$ cat config.mk
export PLATFORM = sky130hd
export DESIGN_NAME = substring_search_matcher_core
export DESIGN_NICKNAME = d
export VERILOG_FILES = /design/src/ssm_pkg.sv /design/src/ssm_cell.sv /design/src/substring_search_matcher_core.sv
export SDC_FILE = /design/constraint.sdc
export NUM_CORES = 1
export LEC_CHECK = 0
export BUFFER_PORTS_ARGS = -buffer_cell sky130_fd_sc_hd__buf_4
export CAP_MARGIN = 10
export CORE_MARGIN = 2
export CORE_UTILIZATION = 60
export DETAILED_ROUTE_END_ITERATION = 6
export GPL_TIMING_DRIVEN = 0
export PLACE_DENSITY = 0.87
export SKIP_LAST_GASP = 1
export SYNTH_ARGS = -nofsm -noshare
export SYNTH_HDL_FRONTEND = slang
export SYNTH_SLANG_ARGS = --single-unit
export TNS_END_PERCENT = 5
$ cat constraint.sdc
create_clock -name aclk -period 12.09 [get_ports aclk]
set_clock_uncertainty 0.2 [all_clocks]
set_input_delay 2.418 -clock aclk [delete_from_list [all_inputs] [get_ports aclk]]
set_output_delay 2.418 -clock aclk [all_outputs]
set_load 0.005 [all_outputs]
$ cat src/ssm_pkg.sv
// ============================================================================
// ssm_pkg: shared types and constants of the substring search matcher
// Register indexes of the configuration port, widths of the pattern registers
// and the control word that steps the chain of window cells.
// ============================================================================
package ssm_pkg;

    localparam int BYTE_BITS    = 8;
    localparam int PATTERN_BITS = 64;
    localparam int LENGTH_BITS  = 4;
    localparam int OUT_INDEX_BITS = 16;

    // Configuration register indexes.
    localparam logic REG_PATTERN_BYTES  = 1'b0;
    localparam logic REG_PATTERN_LENGTH = 1'b1;

    typedef struct packed {
        logic shift;    // take a new byte from the neighbor
        logic clear;    // end of text: empty the window
    } cell_ctl_t;

endpackage

$ cat src/ssm_cell.sv
// ============================================================================
// ssm_cell: one stage of the text window
// Compares the byte it sees against the pattern byte that lines up with its
// age, and holds that byte for the next cell of the chain.
// ============================================================================
module ssm_cell #(
    parameter int CELL_AGE = 0
) (
    input  logic                                aclk,
    input  logic                                aresetn,
    input  ssm_pkg::cell_ctl_t                  ctl,
    input  logic [ssm_pkg::BYTE_BITS-1:0]       byte_in,
    input  logic [ssm_pkg::PATTERN_BITS-1:0]    pattern_bytes,
    input  logic [ssm_pkg::LENGTH_BITS-1:0]     pattern_length,
    output logic [ssm_pkg::BYTE_BITS-1:0]       byte_out,
    output logic                                ok
);

    localparam logic [ssm_pkg::LENGTH_BITS-1:0] AGE = ssm_pkg::LENGTH_BITS'(CELL_AGE);

    logic [ssm_pkg::BYTE_BITS-1:0]   win_reg;
    logic [ssm_pkg::BYTE_BITS-1:0]   win_next;
    logic [ssm_pkg::LENGTH_BITS-1:0] pat_pos;
    logic [ssm_pkg::BYTE_BITS-1:0]   pat_byte;
    logic                            active;

    // The byte of age a lines up with pattern byte length-1-a.
    assign active   = AGE < pattern_length;
    assign pat_pos  = pattern_length - AGE - ssm_pkg::LENGTH_BITS'(1);
    assign pat_byte = pattern_bytes[pat_pos[2:0]*ssm_pkg::BYTE_BITS +: ssm_pkg::BYTE_BITS];
    assign ok       = !active || (byte_in == pat_byte);

    always_comb begin
        win_next = win_reg;
        if (ctl.clear) begin
            win_next = '0;
        end else if (ctl.shift) begin
            win_next = byte_in;
        end
    end

    always_ff @(posedge aclk) begin
        if (!aresetn) begin
            win_reg <= '0;
        end else begin
            win_reg <= win_next;
        end
    end

    assign byte_out = win_reg;

endmodule

$ cat src/substring_search_matcher_core.sv
// ============================================================================
// substring_search_matcher_core: streaming search for a short byte pattern
// Accepts one text byte per word, compares the newest bytes against the
// pattern in a chain of window cells and reports the first occurrence.
// ============================================================================
// The result is registered and appears on the output register in the cycle after
// the last byte of a text is accepted.
// Throughput: one byte per cycle; the window compare finishes in the cycle the
// byte arrives. A result that the receiver has not yet taken stalls the input.
// Reset: synchronous, active low; clears the pattern registers, the window,
// the position counter and the match state.
module substring_search_matcher_core #(
    parameter int MAX_PATTERN = 8,
    parameter int INDEX_BITS  = 16
) (
    input  logic                                  aclk,
    input  logic                                  aresetn,
    // Configuration write channel.
    input  logic                                  cfg_valid,
    output logic                                  cfg_ready,
    input  logic                                  cfg_index,
    input  logic [ssm_pkg::PATTERN_BITS-1:0]      cfg_data,
    // Text input.
    input  logic                                  s_tvalid,
    output logic                                  s_tready,
    input  logic [7:0]                            s_tdata,   // [7:0] text_byte
    input  logic                                  s_tlast,   // is_last
    // Result output.
    output logic                                  m_tvalid,
    input  logic                                  m_tready,
    output logic [15:0]                           m_tdata,   // [15:0] match_index
    output logic                                  m_tuser    // [0] found
);

    localparam logic [INDEX_BITS-1:0] POS_MAX = {INDEX_BITS{1'b1}};
    localparam int WIDE_BITS = (INDEX_BITS > ssm_pkg::OUT_INDEX_BITS) ?
                               INDEX_BITS : ssm_pkg::OUT_INDEX_BITS;
    localparam logic [ssm_pkg::LENGTH_BITS-1:0] MAX_LEN =
        ssm_pkg::LENGTH_BITS'(MAX_PATTERN);

    logic [ssm_pkg::PATTERN_BITS-1:0] pat_bytes_reg;
    logic [ssm_pkg::PATTERN_BITS-1:0] pat_bytes_next;
    logic [ssm_pkg::LENGTH_BITS-1:0]  pat_len_reg;
    logic [ssm_pkg::LENGTH_BITS-1:0]  pat_len_next;

    logic [INDEX_BITS-1:0] pos_reg;
    logic [INDEX_BITS-1:0] pos_next;
    logic                  seen_reg;
    logic                  seen_next;
    logic [INDEX_BITS-1:0] first_reg;
    logic [INDEX_BITS-1:0] first_next;

    logic        out_valid_reg;
    logic        out_valid_next;
    logic        out_found_reg;
    logic        out_found_next;
    logic [15:0] out_index_reg;
    logic [15:0] out_index_next;

    logic                  acc;
    ssm_pkg::cell_ctl_t    ctl;
    logic [ssm_pkg::BYTE_BITS-1:0] win [MAX_PATTERN];
    logic [MAX_PATTERN-1:0] cell_ok;

    logic [INDEX_BITS-1:0] len_m1;
    logic                  len_zero;
    logic                  new_hit;
    logic                  seen_now;
    logic [INDEX_BITS-1:0] hit_idx;
    logic [INDEX_BITS-1:0] idx_now;
    logic [WIDE_BITS-1:0]  idx_wide;

    assign cfg_ready = 1'b1;

    always_comb begin
        pat_bytes_next = pat_bytes_reg;
        pat_len_next   = pat_len_reg;
        if (cfg_valid && cfg_ready) begin
            case (cfg_index)
                ssm_pkg::REG_PATTERN_BYTES: begin
                    pat_bytes_next = cfg_data;
                end
                ssm_pkg::REG_PATTERN_LENGTH: begin
                    pat_len_next = cfg_data[ssm_pkg::LENGTH_BITS-1:0];
                end
                default: begin
                    pat_bytes_next = pat_bytes_reg;
                end
            endcase
        end
    end

    // The output register frees up when its word is taken in the same cycle.
    assign s_tready  = !out_valid_reg || m_tready;
    assign acc       = s_tvalid && s_tready;
    assign ctl.shift = acc && !s_tlast;
    assign ctl.clear = acc && s_tlast;

    assign win[0] = s_tdata;

    for (genvar a = 0; a < MAX_PATTERN; a++) begin : g_cell
        if (a < MAX_PATTERN - 1) begin : g_mid
            ssm_cell #(.CELL_AGE(a)) u_cell (
                .aclk           (aclk),
                .aresetn        (aresetn),
                .ctl            (ctl),
                .byte_in        (win[a]),
                .pattern_bytes  (pat_bytes_reg),
                .pattern_length (pat_len_reg),
                .byte_out       (win[a+1]),
                .ok             (cell_ok[a])
            );
        end else begin : g_end
            ssm_cell #(.CELL_AGE(a)) u_cell (
                .aclk           (aclk),
                .aresetn        (aresetn),
                .ctl            (ctl),
                .byte_in        (win[a]),
                .pattern_bytes  (pat_bytes_reg),
                .pattern_length (pat_len_reg),
                .byte_out       (),
                .ok             (cell_ok[a])
            );
        end
    end

    assign len_m1   = INDEX_BITS'(pat_len_reg) - INDEX_BITS'(1);
    assign len_zero = (pat_len_reg == '0);
    // A match needs the whole pattern inside the text, and none is taken once
    // the position counter has saturated.
    assign new_hit  = !seen_reg && (pos_reg != POS_MAX) &&
                      (len_zero || ((pat_len_reg <= MAX_LEN) && (pos_reg >= len_m1) &&
                                    (&cell_ok)));
    assign hit_idx  = len_zero ? '0 : (pos_reg - len_m1);
    assign seen_now = seen_reg || new_hit;
    assign idx_now  = seen_reg ? first_reg : (new_hit ? hit_idx : '0);
    assign idx_wide = WIDE_BITS'(idx_now);

    always_comb begin
        pos_next       = pos_reg;
        seen_next      = seen_reg;
        first_next     = first_reg;
        out_valid_next = out_valid_reg && !m_tready;
        out_found_next = out_found_reg;
        out_index_next = out_index_reg;
        if (acc) begin
            if (s_tlast) begin
                out_valid_next = 1'b1;
                out_found_next = seen_now;
                out_index_next = idx_wide[15:0];
                pos_next       = '0;
                seen_next      = 1'b0;
                first_next     = '0;
            end else begin
                seen_next  = seen_now;
                first_next = idx_now;
                if (pos_reg != POS_MAX) begin
                    pos_next = pos_reg + INDEX_BITS'(1);
                end
            end
        end
    end

    always_ff @(posedge aclk) begin
        if (!aresetn) begin
            pat_bytes_reg <= '0;
            pat_len_reg   <= '0;
            pos_reg       <= '0;
            seen_reg      <= 1'b0;
            first_reg     <= '0;
            out_valid_reg <= 1'b0;
        end else begin
            pat_bytes_reg <= pat_bytes_next;
            pat_len_reg   <= pat_len_next;
            pos_reg       <= pos_next;
            seen_reg      <= seen_next;
            first_reg     <= first_next;
            out_valid_reg <= out_valid_next;
        end
    end

    always_ff @(posedge aclk) begin
        out_found_reg <= out_found_next;
        out_index_reg <= out_index_next;
    end

    assign m_tvalid = out_valid_reg;
    assign m_tuser  = out_found_reg;
    assign m_tdata  = out_index_reg;

`ifndef SYNTHESIS
    // A result only appears after the last byte of a text was taken.
    a_result_after_last: assert property (@(posedge aclk) disable iff (!aresetn)
        $rose(m_tvalid) |-> $past(s_tvalid && s_tready && s_tlast))
        else $error("result raised without a last byte");

    // The end of a text leaves the per-text state empty.
    a_text_state_cleared: assert property (@(posedge aclk) disable iff (!aresetn)
        (s_tvalid && s_tready && s_tlast) |=> (pos_reg == '0 && !seen_reg))
        else $error("per-text state not cleared after last byte");

    // A text without a match reports index zero.
    a_miss_index_zero: assert property (@(posedge aclk) disable iff (!aresetn)
        (m_tvalid && !m_tuser) |-> (m_tdata == 16'd0))
        else $error("nonzero index reported without a match");
`endif

endmodule

# Yosys cells after proc, flatten, opt, wreduce, memory -nomap -nowiden
# Cells that the tools add are included.
[op_classes]
add_sub_neg = 17
n_lt_le_gt_ge = 10
n_eq_ne = 9
shift = 8
muxes = 9
n_bitwise = 2
n_reduce_logical = 39
[op_table]
columns = ["op", "n"]
rows = [
  ["$shiftx A64 B7 Y8", 8],
  ["$mux W16", 6],
  ["$eq A8 B8 Y1", 8],
  ["$sub A3 B1 Y3 const B", 8],
  ["$add A16 B1 Y16 const B", 1],
  ["$ge A16 B16 Y1", 1],
  ["$lt A3 B4 Y1 const A", 4],
  ["$ne A16 B16 Y1 const B", 1],
  ["$sub A16 B16 Y16", 1],
  ["$logic_not A1 Y1", 12],
  ["$sub A3 B3 Y3 const B", 4],
  ["$logic_or A1 B1 Y1", 11],
  ["$logic_and A1 B1 Y1", 8],
  ["$lt A1 B4 Y1 const A", 2],
  ["$lt A2 B4 Y1 const A", 2],
  ["$reduce_and A2 Y1", 4],
  ["$reduce_and A8 Y1", 1],
  ["$sub A3 B2 Y3 const B", 2],
  ["$sub A4 B1 Y5 const B", 1],
  ["$le A4 B4 Y1 const B", 1],
  ["$logic_not A4 Y1", 1],
  ["$mux W1", 3],
  ["$not A1 Y1", 2],
  ["$reduce_bool A2 Y1", 1],
  ["$reduce_or A2 Y1", 1],
]
[word_totals]
regBits = 175
in_bits = 79
output_inout_bits = 20

# Logic depth before layout (Yosys ltp)
[logic_depth]
word_depth = 12
ltp_mapped = 19

# Hierarchy
# From an unflattened synthesis, not the netlist that was laid out.
[hier_totals]
cells_unflattened = 1288
hier_area_um2 = 13095.1
[modules_own_cells]
columns = ["module", "n_inst", "cells_each", "area_each_um2", "seq_area_each_um2"]
rows = [
  ["substring_search_matcher_core", 1, 643, 5615.4, 2552.4],
  ["ssm_cell at g_cell[0].g_mid.u_cell", 1, 77, 964.7, 160.2],
  ["ssm_cell at g_cell[6].g_mid.u_cell", 1, 74, 959.7, 160.2],
  ["ssm_cell at g_cell[2].g_mid.u_cell", 1, 76, 942.2, 160.2],
  ["ssm_cell at g_cell[4].g_mid.u_cell", 1, 76, 940.9, 160.2],
  ["ssm_cell at g_cell[1].g_mid.u_cell", 1, 89, 937.1, 160.2],
  ["ssm_cell at g_cell[5].g_mid.u_cell", 1, 87, 937.1, 160.2],
  ["ssm_cell at g_cell[3].g_mid.u_cell", 1, 86, 904.6, 160.2],
  ["ssm_cell at g_cell[7].g_end.u_cell", 1, 80, 893.4, 160.2],
]

# Worst setup path after synthesis
# Ideal clock, no wire load.
[synth_path]
path_kind = "input to output"
from = "input port m_tready"
to = "output port s_tready"
arrival_time_ps = 2580
required_time_ps = 9472
slack_ps = 6892
path_stages = 1
n_path_buf = 0
path_cell_list = "nand2b_1"
[synth_via]
elab_chain_len = 1
[synth_rtl]
columns = ["element", "line_no", "source"]
rows = [
  ["from (decl)", "substring_search_matcher_core.sv:30", "input logic m_tready,"],
  ["$logic_or A1 B1 Y1", "substring_search_matcher_core.sv:94", "assign s_tready = !out_valid_reg || m_tready;"],
  ["to (decl)", "substring_search_matcher_core.sv:25", "output logic s_tready,"],
]
# Every way passes these cells.

# Final worst setup path
[layout_path]
from = "register pat_len_reg[1] in the netlist's numbering"
to = "register out_index_reg[15], in the netlist m_tdata[15], data pin"
[layout_via]
elab_chain_len = 11
[layout_rtl]
columns = ["element", "line_no", "source"]
rows = [
  ["from (decl)", "substring_search_matcher_core.sv:43", "logic [ssm_pkg::LENGTH_BITS-1:0] pat_len_reg;"],
  ["from (signal assigned)", "substring_search_matcher_core.sv:174", "pat_len_reg <= pat_len_next;"],
  ["$sub A3 B1 Y3 (tied with other cells)", "ssm_cell.sv:29", "assign pat_pos = pattern_length - AGE - ssm_pkg::LENGTH_BITS'(1);"],
  ["$sub A3 B1 Y3", "ssm_cell.sv:29", ""],
  ["$shiftx A64 B7 Y8", "ssm_cell.sv:30", "assign pat_byte = pattern_bytes[pat_pos[2:0]*ssm_pkg::BYTE_BITS +: ssm_pkg::BYTE_BITS];"],
  ["$eq A8 B8 Y1", "ssm_cell.sv:31", "assign ok = !active || (byte_in == pat_byte);"],
  ["$logic_or A1 B1 Y1", "ssm_cell.sv:31", ""],
  ["$reduce_and A8 Y1", "substring_search_matcher_core.sv:133", "(&cell_ok)));"],
  ["$logic_and A1 B1 Y1", "substring_search_matcher_core.sv:132", "(len_zero || ((pat_len_reg <= MAX_LEN) && (pos_reg >= len_m1) &&"],
  ["$logic_or A1 B1 Y1", "substring_search_matcher_core.sv:132", ""],
  ["$logic_and A1 B1 Y1", "substring_search_matcher_core.sv:131", "assign new_hit = !seen_reg && (pos_reg != POS_MAX) &&"],
  ["$mux W16 * (2 in series)", "substring_search_matcher_core.sv:136", "assign idx_now = seen_reg ? first_reg : (new_hit ? hit_idx : '0);"],
  ["net idx_now[15]", "substring_search_matcher_core.sv:70", "logic [INDEX_BITS-1:0] idx_now;"],
  ["to (signal assigned)", "substring_search_matcher_core.sv:184", "out_index_reg <= out_index_next;"],
  ["to (decl)", "substring_search_matcher_core.sv:57", "logic [15:0] out_index_reg;"],
]
# Mark *: on every way through the listed nets, which the timed path passes. The rest lies on a longest branch.
# A chain may end at the register's enable or synchronous reset.

==> impl_results.md <==
- Status: finished clean
- Via Count: 10.3k
- Residual DRC count: 0
- Crit Path Category: reg2reg
- Synthesized flop and latch total: 175
- First-pass GRT wire length: 55200 um
- Buf+Inv Stages, Crit Path: 8
- YS warnings: 0
- List of most frequent post-synthesis cells: nand2_1, dfxtp_1, mux2i_1
- Most frequent CP cell: buf_6
- CTS tree: yes
- Sw Ratio: 0.308
- Ports: 99
- Synth Cell Area: 11400 um2
- TritonCTS Buffers: 17
- Final ANT Viol Nets: 0
- Max-Cap Viols: 0
- Top FF cell, synth: dfxtp_1
- Leakage: 4.57 nW
- Switch Pwr: 0.000452 W
- Grt ovf: 0
- Post-DP HPWL: 27400 um
- Max FFs per register: 64
- PortBufs: 97
- Row count: 50
- Critical Path RT: 12.14 ns
- CTS Sinks: 175
- Fin. Hold Viols: 0
- Chip width: 142 um
- Final WS setup: 6.15 ns
- Slowest stage delay, CP: 0.55 ns
- Worst-skew pair later-pin latency: 0.44 ns
- Comb pwr share: 0.194
- Core ar.: 18700 um2
- Register area share after synthesis: 0.322
- Slowest CP cell: dfxtp_1
- Fin Setup TNS: 0 ns
- Kind of cell adding the most delay to the critical path: buffers and inverters
- Int Pwr: 0.00101 W
- Dpl ws: 6.27 ns
- Proportion of synthesized area in mux cells: 0.203
- WL/cell: 22.0 um
- # hold bufs at CTS: 0
- Worst rel slew slack: 0.412
- Die Y-Extent: 142 um
- Post-synth EDFFs: 17
- Initial antenna violation count: 0
- Number of detailed-route iterations in the first pass: 5
- Sequential Power Share: 0.427
- Setup-failing EPs final: 0
- Compound-Gate Fraction of Synth Area: 0.138
- Clock buffer depth: 2
- Crit path DAT: 5.99 ns
- Vias in the first global route: 9790
- Most common cell in the netlist: nand2_1
- Initial DRC Count: 1040
- Worst Hold Class: reg2reg
- Max Slew Vio Count: 0
- Die Area: 20200 um2
- Post-Synthesis Net Count: 1372
- Post-synthesis simple-gate area fraction: 0.175
- Period minus WS final: 5.94 ns
- Pwr Density: 112 nW/um2
- Syn_area_per_cell: 9.00 um2
- Worst path cell trace: buf_4, buf_2, inv_1, ha_1, buf_6, buf_6, buf_6, inv_2, fa_1, nor2b_1, o21a_1, a31oi_1, o311ai_0, or3_1, a21oi_1, nor4_1, nand4_4, buf_6, o31ai_1
- Starting Density: 0.611
- Gr usage total: 0.363
- Via/cell ratio: 6.33
- Worst setup EP type: register
- Max VDD drop: 0.105 mV
- Clock slew at reported path FFs: 0.07 ns
- GPL Wtd Cong: 1.07
- Synth Area in Adders: 0.0270
- Root buffer cell: clkbuf_16
- Top-area cell type share of the netlist area: 0.277
- Hold WS: 0.248 ns
- Top post-synthesis cells by area: dfxtp_1, mux4_2, nand2_1
- RSZ-0062 raised after global routing: false
- Synthesized instance count: 1269
- Postcts setup bufs: 0
- Synth cell types: 70
- Critical path peak fanout: 10
- Post-synthesis xor/xnor area fraction: 0.0897
- FFs w/ async S/R, synth: 0
- Layout fillers: 1445
- Largest net degree at the start of global routing: 18
- Layout cell share with drive strength beyond 1: 0.177
- H-tree levels: 4
- Slew @ Worst Pin: 0.882 ns
- Fmax: 168 MHz
- Worst setup SP type: register
- Tcrit/Tclk final: 0.491
- Power share of the clock group: 0.378
- Final #Nets: 1488
- Largest family of logic cells by synthesized area: multiplexers
- Post-Route WL: 35900 um
- Largest area contributor in the netlist: dfxtp_1
- Post-cts sizing count: 0
- Number of diodes: 0
- Synthesis-to-layout area growth: 14.0%
cells by family (layout without fill, tap and decap cells):
logic type	count (synthesis)	count (layout)
AND/OR/NAND/NOR	463	463
AO/OA/AOI/OAI	237	237
flip-flops	175	175
multiplexers	155	155
XOR/XNOR	117	117
buffers and inverters	97	226
adder cells (fa/ha/maj)	24	24
other	1	1
worst reg2reg max path: cells and delay by family (launching register included):
family | cells | cell delay [ns]
buf+inv | 8 | 1.83
compound gates | 5 | 1.27
simple gates | 4 | 1.11
fa+ha+maj | 2 | 0.79
flops | 1 | 0.55
per-layer routing:
layer	share of wire	global-route usage
met1	0.39	0.458
met2	0.46	0.570
met3	0.099	0.0939
met4	0.056	0.204
met5	0	0
placed cells by master, fill, tap and decap left out, types with 10 or more instances in the layout:
| master | instances |
|---|---|
| nor2_1 | 37 |
| clkbuf_1 | 47 |
| o21ai_0 | 11 |
| nand4_1 | 26 |
| xnor2_1 | 75 |
| nor3_1 | 10 |
| nand3_1 | 27 |
| nand2_1 | 321 |
| mux2i_1 | 78 |
| buf_6 | 13 |
| a21boi_0 | 71 |
| a22oi_1 | 13 |
| clkbuf_16 | 17 |
| mux2_2 | 13 |
| buf_4 | 103 |
| xor2_1 | 42 |
| mux4_2 | 58 |
| o22ai_1 | 10 |
| a21oi_1 | 72 |
| buf_2 | 11 |
| ha_1 | 23 |
| edfxtp_1 | 17 |
| o21ai_1 | 16 |
| dfxtp_1 | 158 |
| inv_1 | 14 |
| o31ai_1 | 16 |
power by group through the flow:
stage | registers (W) | clock network, W | logic, W
floorplan | 0.000626 | 0 | 0.000191
global placement | 0.000636 | 0 | 0.000274
detailed placement | 0.000637 | 0 | 0.000277
CTS | 0.000624 | 0.000553 | 0.000278
global route | 0.000626 | 0.000580 | 0.000304
finish | 0.000626 | 0.000554 | 0.000285
path summary, 6_finish.rpt:
kind / start / endpoint / slack, ns / cells past startpoint
max: pat_len_reg[1] / m_tdata[15] / 6.15 / 19
min: first_reg[4] / first_reg[4] / 0.25 / 2
max reg2reg: pat_len_reg[1] / m_tdata[15] / 6.15 / 19
min reg2reg: first_reg[4] / first_reg[4] / 0.25 / 2
area by class of cell:
type / instances / area [um2] / area share
clock buffer: 18 / 429 / 0.0330
timing repair buffer: 97 / 728 / 0.0559
clock inverter: 14 / 150 / 0.0115
buffer: 81 / 454 / 0.0349
sequential: 175 / 3670 / 0.282
tap: 234 / 293 / 0.0225
multi-input combinational: 997 / 7230 / 0.555
inverter: 16 / 60.1 / 0.00461
through the flow:
stage	std cells	instance area (um2)	util	power, W
after detailed placement	1600	12400	0.665	0.000914
after floorplan	1269	11400	-	0.000817
final	1632	13000	0.696	0.00146
after CTS	1632	13000	0.696	0.00146
after global routing	1632	13000	0.696	0.00151
after global placement	1600	12400	0.665	0.000910
(Power assumes the default switching activity.)
